--- config.mk ---
export PLATFORM = sky130hd
export DESIGN_NAME = pwm_duty_capture_meter
export DESIGN_NICKNAME = d
export VERILOG_FILES = /design/src/design/pdcm_pkg.sv /design/src/design/pdcm_front.sv /design/src/design/pdcm_fifo.sv /design/src/design/pdcm_back.sv /design/src/design/pwm_duty_capture_meter.sv
export SDC_FILE = /design/constraint.sdc
export NUM_CORES = 1
export LEC_CHECK = 0
export ABC_AREA = 1
export BUFFER_PORTS_ARGS = -buffer_cell sky130_fd_sc_hd__buf_4
export CAP_MARGIN = 10
export CORE_MARGIN = 2
export CORE_UTILIZATION = 35
export CTS_CLUSTER_SIZE = 8
export DETAILED_ROUTE_END_ITERATION = 8
export PLACE_DENSITY = 0.55
export SLEW_MARGIN = 10
export SYNTH_ARGS = -nofsm -noshare
export SYNTH_HDL_FRONTEND = slang
export SYNTH_HIERARCHICAL = 1
export SYNTH_SLANG_ARGS = --single-unit
--- constraint.sdc ---
create_clock -name clk -period 4.2 [get_ports clk]
set_input_delay 0.21 -clock clk [delete_from_list [all_inputs] [get_ports clk]]
set_output_delay 0.21 -clock clk [all_outputs]
set_load 0.02 [all_outputs]
--- src/design/pdcm_pkg.sv ---
// ----------------------------------------------------------------------------
// pdcm_pkg
// Shared types and constants for the PWM duty capture meter.
// ----------------------------------------------------------------------------
package pdcm_pkg;

	localparam int NUM_CHANNELS = 2;
	localparam int CH_W         = 1;
	localparam int TICK_W       = 16;
	localparam int DUTY_W       = TICK_W + 1;
	localparam int SUM_W        = TICK_W + 1;
	localparam int DIV_STEPS    = TICK_W;
	localparam int STEP_W       = $clog2(DIV_STEPS);

	// queue between capture front end and divider
	localparam int Q_DEPTH = 2;
	localparam int Q_PTR_W = $clog2(Q_DEPTH);
	localparam int Q_CNT_W = $clog2(Q_DEPTH + 1);

	localparam logic [1:0] PH_RISE  = 2'd0;
	localparam logic [1:0] PH_FALL  = 2'd1;
	localparam logic [1:0] PH_CLOSE = 2'd2;

	localparam logic [TICK_W-1:0] TOP_RESET = 16'hFFFF;

	// one completed capture cycle, waiting for the duty division
	typedef struct packed {
		logic [CH_W-1:0]   ch;
		logic [TICK_W-1:0] hi;
		logic [TICK_W-1:0] lo;
	} meas_t;

endpackage

--- src/design/pdcm_front.sv ---
// ----------------------------------------------------------------------------
// pdcm_front
// Per-channel edge tracking: phase, last stamp and high time; pushes a
// measurement on every closing rising edge.
// ----------------------------------------------------------------------------
module pdcm_front (
	input  logic                          clk,
	input  logic                          arst_n,
	input  logic [pdcm_pkg::TICK_W-1:0]   counter_top,
	input  logic                          in_valid,
	output logic                          in_ready,
	input  logic [pdcm_pkg::CH_W-1:0]     in_ch,
	input  logic [pdcm_pkg::TICK_W-1:0]   in_time,
	output logic                          push_valid,
	input  logic                          push_ready,
	output pdcm_pkg::meas_t               push_data
);

	logic [1:0]                    phase_q [pdcm_pkg::NUM_CHANNELS];
	logic [pdcm_pkg::TICK_W-1:0]   last_q  [pdcm_pkg::NUM_CHANNELS];
	logic [pdcm_pkg::TICK_W-1:0]   high_q  [pdcm_pkg::NUM_CHANNELS];

	logic                          ch_ok;
	logic                          accept;
	logic [1:0]                    cur_phase;
	logic [pdcm_pkg::TICK_W-1:0]   cur_last;
	logic [pdcm_pkg::TICK_W-1:0]   diff;
	logic [pdcm_pkg::TICK_W-1:0]   period;

	assign ch_ok     = (int'(in_ch) < pdcm_pkg::NUM_CHANNELS);
	assign in_ready  = push_ready;
	assign accept    = in_valid && in_ready && ch_ok;
	assign cur_phase = phase_q[in_ch];
	assign cur_last  = last_q[in_ch];

	// counter period is counter_top+1, taken mod 2^16
	assign period = counter_top + pdcm_pkg::TICK_W'(1);
	assign diff   = (in_time < cur_last) ? (in_time - cur_last + period)
	                                     : (in_time - cur_last);

	assign push_valid   = in_valid && ch_ok && (cur_phase != pdcm_pkg::PH_RISE)
	                      && (cur_phase != pdcm_pkg::PH_FALL);
	assign push_data.ch = in_ch;
	assign push_data.hi = high_q[in_ch];
	assign push_data.lo = diff;

	always_ff @(posedge clk or negedge arst_n) begin
		if (!arst_n) begin
			for (int i = 0; i < pdcm_pkg::NUM_CHANNELS; i++) begin
				phase_q[i] <= pdcm_pkg::PH_RISE;
				last_q[i]  <= '0;
				high_q[i]  <= '0;
			end
		end else if (accept) begin
			last_q[in_ch] <= in_time;
			unique case (cur_phase)
				pdcm_pkg::PH_RISE: begin
					phase_q[in_ch] <= pdcm_pkg::PH_FALL;
				end
				pdcm_pkg::PH_FALL: begin
					high_q[in_ch]  <= diff;
					phase_q[in_ch] <= pdcm_pkg::PH_CLOSE;
				end
				default: begin
					phase_q[in_ch] <= pdcm_pkg::PH_RISE;
				end
			endcase
		end
	end

endmodule

--- src/design/pdcm_fifo.sv ---
// ----------------------------------------------------------------------------
// pdcm_fifo
// Short measurement queue between the capture front end and the divider.
// ----------------------------------------------------------------------------
module pdcm_fifo (
	input  logic            clk,
	input  logic            arst_n,
	input  logic            push_valid,
	output logic            push_ready,
	input  pdcm_pkg::meas_t push_data,
	output logic            pop_valid,
	input  logic            pop_ready,
	output pdcm_pkg::meas_t pop_data
);

	pdcm_pkg::meas_t                mem_q [pdcm_pkg::Q_DEPTH];
	logic [pdcm_pkg::Q_PTR_W-1:0]   wr_ptr_q;
	logic [pdcm_pkg::Q_PTR_W-1:0]   rd_ptr_q;
	logic [pdcm_pkg::Q_CNT_W-1:0]   count_q;
	logic                           do_push;
	logic                           do_pop;

	assign push_ready = (count_q != pdcm_pkg::Q_CNT_W'(pdcm_pkg::Q_DEPTH));
	assign pop_valid  = (count_q != '0);
	assign pop_data   = mem_q[rd_ptr_q];
	assign do_push    = push_valid && push_ready;
	assign do_pop     = pop_valid && pop_ready;

	always_ff @(posedge clk) begin
		if (do_push) begin
			mem_q[wr_ptr_q] <= push_data;
		end
	end

	always_ff @(posedge clk or negedge arst_n) begin
		if (!arst_n) begin
			wr_ptr_q <= '0;
			rd_ptr_q <= '0;
			count_q  <= '0;
		end else begin
			if (do_push) begin
				wr_ptr_q <= (int'(wr_ptr_q) == pdcm_pkg::Q_DEPTH - 1) ? '0
				            : wr_ptr_q + pdcm_pkg::Q_PTR_W'(1);
			end
			if (do_pop) begin
				rd_ptr_q <= (int'(rd_ptr_q) == pdcm_pkg::Q_DEPTH - 1) ? '0
				            : rd_ptr_q + pdcm_pkg::Q_PTR_W'(1);
			end
			if (do_push && !do_pop) begin
				count_q <= count_q + pdcm_pkg::Q_CNT_W'(1);
			end else if (do_pop && !do_push) begin
				count_q <= count_q - pdcm_pkg::Q_CNT_W'(1);
			end
		end
	end

endmodule

--- src/design/pdcm_back.sv ---
// ----------------------------------------------------------------------------
// pdcm_back
// Serial restoring divider for duty = high*65536/(high+low), with the
// output register.
// ----------------------------------------------------------------------------
module pdcm_back (
	input  logic                          clk,
	input  logic                          arst_n,
	input  logic                          pop_valid,
	output logic                          pop_ready,
	input  pdcm_pkg::meas_t               pop_data,
	output logic                          out_valid,
	input  logic                          out_ready,
	output logic [pdcm_pkg::CH_W-1:0]     out_ch,
	output logic [pdcm_pkg::TICK_W-1:0]   out_hi,
	output logic [pdcm_pkg::TICK_W-1:0]   out_lo,
	output logic [pdcm_pkg::DUTY_W-1:0]   out_duty,
	output logic                          out_zero
);

	typedef enum logic [1:0] {
		ST_IDLE,
		ST_DIV,
		ST_DONE
	} state_t;

	state_t                         state_q;
	pdcm_pkg::meas_t                meas_q;
	logic [pdcm_pkg::SUM_W-1:0]     sum_q;
	logic [pdcm_pkg::SUM_W-1:0]     rem_q;
	logic [pdcm_pkg::DUTY_W-1:0]    quo_q;
	logic [pdcm_pkg::STEP_W-1:0]    step_q;
	logic                           zero_q;

	logic                           o_valid_q;
	logic [pdcm_pkg::CH_W-1:0]      o_ch_q;
	logic [pdcm_pkg::TICK_W-1:0]    o_hi_q;
	logic [pdcm_pkg::TICK_W-1:0]    o_lo_q;
	logic [pdcm_pkg::DUTY_W-1:0]    o_duty_q;
	logic                           o_zero_q;

	logic [pdcm_pkg::SUM_W-1:0]     new_sum;
	logic [pdcm_pkg::SUM_W:0]       rem_sh;
	logic                           q_bit;
	logic [pdcm_pkg::SUM_W-1:0]     rem_next;
	logic                           out_free;

	assign pop_ready = (state_q == ST_IDLE);
	assign out_free  = !o_valid_q || out_ready;
	assign new_sum   = {1'b0, pop_data.hi} + {1'b0, pop_data.lo};

	assign rem_sh   = {rem_q, 1'b0};
	assign q_bit    = (rem_sh >= {1'b0, sum_q});
	assign rem_next = q_bit ? pdcm_pkg::SUM_W'(rem_sh - {1'b0, sum_q})
	                        : pdcm_pkg::SUM_W'(rem_sh);

	always_ff @(posedge clk) begin
		unique case (state_q)
			ST_IDLE: begin
				if (pop_valid) begin
					meas_q <= pop_data;
					sum_q  <= new_sum;
					step_q <= '0;
					zero_q <= (new_sum == '0);
					// integer part is 1 only when low is zero
					if (pop_data.lo == '0) begin
						quo_q <= pdcm_pkg::DUTY_W'(1);
						rem_q <= '0;
					end else begin
						quo_q <= '0;
						rem_q <= {1'b0, pop_data.hi};
					end
				end
			end
			ST_DIV: begin
				rem_q  <= rem_next;
				quo_q  <= {quo_q[pdcm_pkg::DUTY_W-2:0], q_bit};
				step_q <= step_q + pdcm_pkg::STEP_W'(1);
			end
			default: begin
			end
		endcase
	end

	always_ff @(posedge clk or negedge arst_n) begin
		if (!arst_n) begin
			state_q   <= ST_IDLE;
			o_valid_q <= 1'b0;
			o_ch_q    <= '0;
			o_hi_q    <= '0;
			o_lo_q    <= '0;
			o_duty_q  <= '0;
			o_zero_q  <= 1'b0;
		end else begin
			// in ST_DONE a taken item is replaced below instead
			if (o_valid_q && out_ready && (state_q != ST_DONE)) begin
				o_valid_q <= 1'b0;
			end
			unique case (state_q)
				ST_IDLE: begin
					if (pop_valid) begin
						state_q <= (new_sum == '0) ? ST_DONE : ST_DIV;
					end
				end
				ST_DIV: begin
					if (int'(step_q) == pdcm_pkg::DIV_STEPS - 1) begin
						state_q <= ST_DONE;
					end
				end
				default: begin
					if (out_free) begin
						o_valid_q <= 1'b1;
						o_ch_q    <= meas_q.ch;
						o_hi_q    <= meas_q.hi;
						o_lo_q    <= meas_q.lo;
						o_duty_q  <= zero_q ? '0 : quo_q;
						o_zero_q  <= zero_q;
						state_q   <= ST_IDLE;
					end
				end
			endcase
		end
	end

	assign out_valid = o_valid_q;
	assign out_ch    = o_ch_q;
	assign out_hi    = o_hi_q;
	assign out_lo    = o_lo_q;
	assign out_duty  = o_duty_q;
	assign out_zero  = o_zero_q;

endmodule

--- src/design/pwm_duty_capture_meter.sv ---
// ----------------------------------------------------------------------------
// pwm_duty_capture_meter
// PWM duty meter fed by input-capture timestamps, one edge per item.
// ----------------------------------------------------------------------------
// Usage:
//   s_* takes capture edges: tuser = channel, tdata = capture time. Each
//   channel walks rising, falling, rising; the closing edge emits one item
//   on m_* with high and low tick counts and duty in unsigned Q1.16.
//   Differences wrap modulo counter_top+1; cfg_wen/cfg_wdata set
//   counter_top (reset 65535); the user writes it only while the block is
//   idle, which the block itself does not enforce. Edges in the first two
//   phases give no result. A closing edge passes a two-entry queue into a
//   bit-serial divider: one quotient bit per cycle, 16 steps plus load and
//   hand-off to the output register; a zero period skips the steps. The
//   divider takes a new measurement only after handing off the last one.
//   s_tready drops only while the queue is full. A stalled m_tready holds
//   the output register; the divider then waits with its finished result
//   and the queue fills behind it.
//   Reset clears all channel phases, stamps and high times, the queue and
//   the output register.
// ----------------------------------------------------------------------------
module pwm_duty_capture_meter (
	input  logic        clk,
	input  logic        arst_n,
	input  logic        cfg_wen,
	input  logic [15:0] cfg_wdata,   // counter_top
	input  logic        s_tvalid,
	output logic        s_tready,
	input  logic [15:0] s_tdata,     // [15:0] capture_time
	input  logic [0:0]  s_tuser,     // [0] channel
	output logic        m_tvalid,
	input  logic        m_tready,
	output logic [55:0] m_tdata,     // [15:0] high_ticks, [31:16] low_ticks,
	                                 // [48:32] duty_q16, [55:49] zero
	output logic [1:0]  m_tuser      // [0] result_channel, [1] zero_period
);

	logic [pdcm_pkg::TICK_W-1:0]   counter_top_q;

	logic                          push_valid;
	logic                          push_ready;
	pdcm_pkg::meas_t               push_data;
	logic                          pop_valid;
	logic                          pop_ready;
	pdcm_pkg::meas_t               pop_data;

	logic [pdcm_pkg::CH_W-1:0]     res_ch;
	logic [pdcm_pkg::TICK_W-1:0]   res_hi;
	logic [pdcm_pkg::TICK_W-1:0]   res_lo;
	logic [pdcm_pkg::DUTY_W-1:0]   res_duty;
	logic                          res_zero;

	always_ff @(posedge clk or negedge arst_n) begin
		if (!arst_n) begin
			counter_top_q <= pdcm_pkg::TOP_RESET;
		end else if (cfg_wen) begin
			counter_top_q <= cfg_wdata;
		end
	end

	pdcm_front u_front (
		.clk         (clk),
		.arst_n      (arst_n),
		.counter_top (counter_top_q),
		.in_valid    (s_tvalid),
		.in_ready    (s_tready),
		.in_ch       (s_tuser),
		.in_time     (s_tdata),
		.push_valid  (push_valid),
		.push_ready  (push_ready),
		.push_data   (push_data)
	);

	pdcm_fifo u_fifo (
		.clk        (clk),
		.arst_n     (arst_n),
		.push_valid (push_valid),
		.push_ready (push_ready),
		.push_data  (push_data),
		.pop_valid  (pop_valid),
		.pop_ready  (pop_ready),
		.pop_data   (pop_data)
	);

	pdcm_back u_back (
		.clk       (clk),
		.arst_n    (arst_n),
		.pop_valid (pop_valid),
		.pop_ready (pop_ready),
		.pop_data  (pop_data),
		.out_valid (m_tvalid),
		.out_ready (m_tready),
		.out_ch    (res_ch),
		.out_hi    (res_hi),
		.out_lo    (res_lo),
		.out_duty  (res_duty),
		.out_zero  (res_zero)
	);

	assign m_tdata = {7'd0, res_duty, res_lo, res_hi};
	assign m_tuser = {res_zero, res_ch};

`ifndef SYNTH
	// a zero period always reports zero duty
	a_zero_duty: assert property (@(posedge clk) disable iff (!arst_n)
		m_tvalid && m_tuser[1] |-> m_tdata[48:32] == 17'd0)
		else $error("zero period with nonzero duty");

	// duty never exceeds 100 percent
	a_duty_range: assert property (@(posedge clk) disable iff (!arst_n)
		m_tvalid |-> m_tdata[48:32] <= 17'h10000)
		else $error("duty above full scale");

	// full duty only when the low time is zero
	a_full_duty: assert property (@(posedge clk) disable iff (!arst_n)
		m_tvalid && m_tdata[48:32] == 17'h10000 |-> m_tdata[31:16] == 16'd0)
		else $error("full duty with nonzero low time");
`endif

endmodule

# Word level (Yosys, flattened, before mapping)
# Memories as Yosys holds them, arrays and structs flattened.
# Index checks and enable logic that the tools add are counted.
[totals]
register_bits = 231
memories = 1
output_inout_bits = 60
inputBits = 38
wordCells = 128
mem_bits_rw = 66
[classes]
eq_ne = 8
add_sub_neg = 10
n_reduce_logical = 29
bitwise_logic = 10
n_lt_le_gt_ge = 4
n_mux = 41
[mem_list]
columns = ["memory", "words", "word_bits", "read_ports", "rd_clocked_by_memory_dff", "write_ports", "line_no", "source"]
rows = [
  ["u_fifo.mem_q", 2, 33, 1, 0, 1, "pdcm_fifo.sv:16", "pdcm_pkg::meas_t mem_q [pdcm_pkg::Q_DEPTH];"],
]
[ops]
columns = ["operator", "count"]
rows = [
  ["$mux W16", 9],
  ["$mux W17", 4],
  ["$pmux W17 S2", 2],
  ["$bwmux W32", 2],
  ["$mux W2", 10],
  ["$ge A18 B17 Y1", 1],
  ["$add A16 B16 Y17", 1],
  ["$logic_not A17 Y1", 1],
  ["$sub A17 B17 Y17", 1],
  ["$add A16 B1 Y16 const B", 1],
  ["$add A16 B16 Y16", 1],
  ["$demux W16 S1", 1],
  ["$logic_not A16 Y1", 1],
  ["$lt A16 B16 Y1", 1],
  ["$pmux W4 S2", 2],
  ["$sub A16 B16 Y16", 1],
  ["$logic_and A1 B1 Y1", 10],
  ["$mux W1", 8],
  ["$reduce_and A2 Y1", 4],
  ["$reduce_bool A2 Y1", 4],
  ["$ne A2 B1 Y1 const B", 3],
  ["$add A4 B1 Y4 const B", 1],
  ["$and A2 B2 Y2", 2],
  ["$and A4 B4 Y4", 1],
  ["other kinds (22)", 30],
]

# Longest topological paths before layout
[depth]
depth_word = 12
mapped_depth = 30
depth_no_buf = 28

# Cells and area by module
# The synthesis kept the hierarchy.
[modules_own_cells]
columns = ["module", "seq_area_each_um2", "area_per_inst_um2", "n_inst", "cells_per_inst"]
rows = [
  ["pdcm_back", 4023.9, 7516.0, 1, 872],
  ["pdcm_front", 1701.6, 5068.6, 1, 718],
  ["pdcm_fifo", 2082.0, 2703.8, 1, 201],
  ["pwm_duty_capture_meter", 420.4, 735.7, 1, 78],
]

# Least setup slack after synthesis
# OpenSTA, ideal clock, no wires.
[synth_timing]
kind = "input -> register"
from = "input s_tuser"
to = "memory u_fifo/mem_q[0][11] (netlist name) (data pin)"
setup_time_ns = 0.258
required_time_ns = 3.942
cell_stages = 23
slack_ns = 0.675
path_buffers = 3
arrival_ns = 3.267
cell_sequence = "buf_4 > buf_2 > clkbuf_1 > nand2_1 > nand2_1 > ha_1 > inv_1 > fa_1 > nand3_1 > nand2_2 > nand3_1 > nand2_1 > xor2_1 > inv_1 > ha_1 > nand2_1 > inv_1 > a21oi_1 > nand2_1 > a21oi_1 > xor2_1 > nand2_1 > and2_1"
[synth_rtl]
columns = ["element", "line_no", "source"]
rows = [
  ["start: declaration", "pwm_duty_capture_meter.sv:30", "input logic [0:0] s_tuser,"],
  ["end: declaration", "pdcm_fifo.sv:16", ""],
]

==> results by group <==
Clock network
  – Hold buffer count at CTS: 50
  – Clk Latency, worst-skew pair: 0.57 ns
  – CTS tree: yes
  – Num Clock Sinks: 297
  – Total number of H-tree levels: 2
  – Total CTS buffers: 44
  – Setup Buffers After CTS: 0
  – Max clock buf depth: 3
  – Clock Pin Slew Worst Setup and Hold Paths: 0.05 ns
  – Clock Root Buffer: clkbuf_16
  – Resized cells post-CTS: 0

Worst hold path
  – Hold Path Sink: u_fifo/wr_ptr_q$_DFFE_PN0P_
  – Worst hold-check path type: primary input to register
  – Min-Delay Startpoint: s_tvalid
  – Hold Path Stages: 5

Critical path
  – Critical path class: register to register
  – Reg-to-reg critical path startpoint: u_front/last_q[0]$_DFFE_PN0P_
  – R2r endpoint: u_fifo/mem_q[0][14]$_DFFE_PP_
  – Crit. End Element: register
  – Critical Path RT: 4.52 ns
  – Worst EP arrival: 3.85 ns
  – Worst Reg2Reg Path Length in Cells: 18
  – Critical Path Source: u_front/last_q[0]$_DFFE_PN0P_
  – Worst Setup Start Kind: register
  – CP Max Fanout: 4
  – Worst R2R Setup Slack: 0.67 ns

GRT
  – Met2 GRT Util: 32.4%
  – GRT busiest layer: met2
  – Total gr overflow: 0
  – Routing usage on met3: 2.66%
  – Gr usage total: 18.3%
  – Largest net degree at the start of global routing: 76
  – Global-route wire length before repair: 68400 um
  – Antenna violations before repair: 0
  – Vias in the first global route: 12.7k
  – Met1 Track Usage GR: 22.5%

Placement
  – Dpl hpwl: 31600 um
  – # port buffers: 90
  – Post-DP Area: 17200 sq um
  – GPL Wtd Cong: 0.898

STA
  – Relative slew slack: 25.5%
  – Worst slew pin tran: 1.11 ns
  – Tcrit/Tclk final: 84.1%
  – Fmax: 283 MHz
  – Clock Skew: 0.0217 ns
  – RSZ-0062 raised after global routing: false
  – # setup viols final: 0
  – Fin. Hold Viols: 0
  – Hold_ws: 0.0650 ns
  – Setup TNS: 0 ns
  – Slew Limit Fails: 0
  – Fin crit period: 3.53 ns

Synthesis
  – Synthesized area: 16000 sq um
  – Post-synth EDFFs: 155
  – Mapped Cells: 1869
  – Unique masters post-synth: 55
  – Ys flop type: edfxtp_1
  – Post-synth ARST share: 47.8%
  – Register area share after synthesis: 51.3%
  – Post-synth top area cell: edfxtp_1
  – Most area-consuming cells after synthesis: edfxtp_1 (29%), dfrtp_1 (20%), nand2_1 (16%)
  – Synth Area per Inst: 8.57 sq um
  – Synth warn: 6
  – FF+latch count, synth: 297
  – Top cell type's share of synthesized area: 29.0%

Routing
  – Via Count: 12.6k
  – DR WL/cell: 16.1 um
  – TritonRoute pass-1 iters: 5
  – DR iter-0 viols: 592
  – Routed WL: 42700 um
  – Antenna viol nets, final: 0
  – DRC Markers: 0
  – DR vias/cell: 4.75

Final layout
  – Post-route design area: 19000 sq um
  – Total Nets Final: 2129
  – Area growth from synthesis to layout: 18.8%
  – Antenna cells: 0
  – Share of post-route cells with drive strength above 1: 11.9%

Floorplanning
  – Die H: 218 um
  – Core ar.: 45300 sq um
  – Num rows: 78
  – IO Count: 98
  – Starting Density: 35.4%
  – Die area: 47500 sq um
  – Die Wd: 218 um

Power and ir drop
  – Leak Pwr: 9.30 nW
  – Power Density: 907 nW/um^2
  – VDD IR max: 436 uV

Flow run
  – MaxCap Viol Count: 0

Status
  – Status: completed
[flip-flops by register name, summed over array words and instances (netlist names), 2 cells and up, named ones only]
name	flops
u_back/quo_q	17
u_front/phase_q	2
u_back/step_q	4
u_back/sum_q	17
u_back/out_hi	16
u_front/last_q	32
u_back/out_lo	16
u_front/high_q	32
u_back/state_q	2
u_back/out_duty	17
u_fifo/mem_q	66
counter_top_q	16
u_fifo/count_q	2
u_back/meas_q	33
u_back/rem_q	17
[per-stage QoR]
stage	utilization (%)	power, mW	worst slack (ns)	cells
2_1_floorplan	-	11.5	0.675	1875
3_3_place_gp	38.0	13.9	0.463	2521
3_5_place_dp	38.0	14.0	0.446	2521
4_1_cts	42.0	17.5	0.630	2649
5_1_grt	42.0	18.8	0.356	2649
6_report	42.0	17.3	0.668	2649
[cells in the mapped netlist (5+ instances only)]
cell type / n
nand2_2: 26
clkbuf_1: 23
xor2_1: 20
nand3_2: 5
nand3b_1: 7
nand4_1: 25
edfxtp_1: 155
ha_1: 70
mux2i_1: 15
nor3_1: 10
inv_2: 6
nand3_1: 108
buf_6: 8
dfrtp_1: 126
buf_2: 11
nand2_1: 694
o21ai_2: 8
o21bai_1: 7
xnor2_1: 10
buf_4: 15
dfstp_2: 16
nor2_2: 5
o21ai_1: 7
nor2_1: 93
a21oi_1: 46
inv_1: 214
o21ai_0: 81
and2_1: 10
[power by group]
part / switching, mW / internal, mW / total [mW]
Combinational: 5.88 / 2.87 / 8.75
Sequential: 0.513 / 4.69 / 5.21
Clock: 1.29 / 2.02 / 3.32
Total: 7.68 / 9.59 / 17.3
[worst max-delay path by stage]
stage                                          endpoint  slack (ns)  depth (start not counted)
final                     u_fifo/mem_q[0][14]$_DFFE_PP_        0.67                         18
after global routing      u_fifo/mem_q[0][14]$_DFFE_PP_        0.36                         20
after CTS                 u_fifo/mem_q[0][10]$_DFFE_PP_        0.63                         19
after detailed placement  u_fifo/mem_q[0][14]$_DFFE_PP_        0.45                         21
after global placement    u_fifo/mem_q[0][14]$_DFFE_PP_        0.46                         21
after floorplan           u_fifo/mem_q[0][11]$_DFFE_PP_        0.67                         23
[layout make-up]
class	instances	area, sq um
inverters	225	857
clock inverters	4	52.6
flip-flops and latches	297	8230
repair buffers	156	1310
fillers	4564	26200
clock buffers	74	1250
well taps	600	751
multi-input cells	1293	6580
[cells in the final DEF (no fill, tap or decap), types with 5 or more instances in the layout]
cell type and n:
clkbuf_16 44, buf_4 104, nand2_1 694, nand3_2 5, dfstp_2 16, xor2_1 20, inv_1 214, o21ai_0 81
and2_1 10, nor2_1 89, nor2_2 7, ha_1 70, conb_1 7, edfxtp_1 155, clkbuf_1 26, o21ai_2 8
o21bai_1 7, o21ai_1 7, nand3_1 108, nand2_2 26, xnor2_1 10, mux2i_1 15, a21oi_1 46, nand3b_1 7
nor3_1 10, nand4_1 25, dfrtp_1 126, dlygate4sd3_1 50, inv_2 6
[metal layers]
metal	wire (um)	share of wire, %
met1	18700	44
met2	21100	50
met3	1560	3.6
met4	1310	3.1
met5	0	0
[critical path: stages (launching register included)]
cell and delay [ns]:
dfrtp_1 0.33, nand2_1 0.05, nand2_1 0.09, ha_1 0.13
inv_1 0.07, fa_1 0.42, nand3_1 0.11, nand2_2 0.08
nand2_1 0.11, nand2_2 0.08, xor2_1 0.32, inv_1 0.09
ha_1 0.35, nand2_1 0.11, nor2_1 0.24, nand3b_1 0.19
nand3_1 0.14, nand3_1 0.15, and2_1 0.21
[cell families (layout without fill, tap and decap cells)]
family                   count (synthesis)  in the layout  synth area share (%)
other                                    1              7                0.0234
adder cells (fa/ha/maj)                 74             74                  5.97
flip-flops                             297            297                  51.3
buffers and inverters                  285            459                  7.84
AO/OA/AOI/OAI                          169            169                  6.00
multiplexers                            15             15                 0.937
XOR/XNOR                                30             30                  1.64
AND/OR/NAND/NOR                        998            998                  26.2
(Power assumes the default switching activity.)
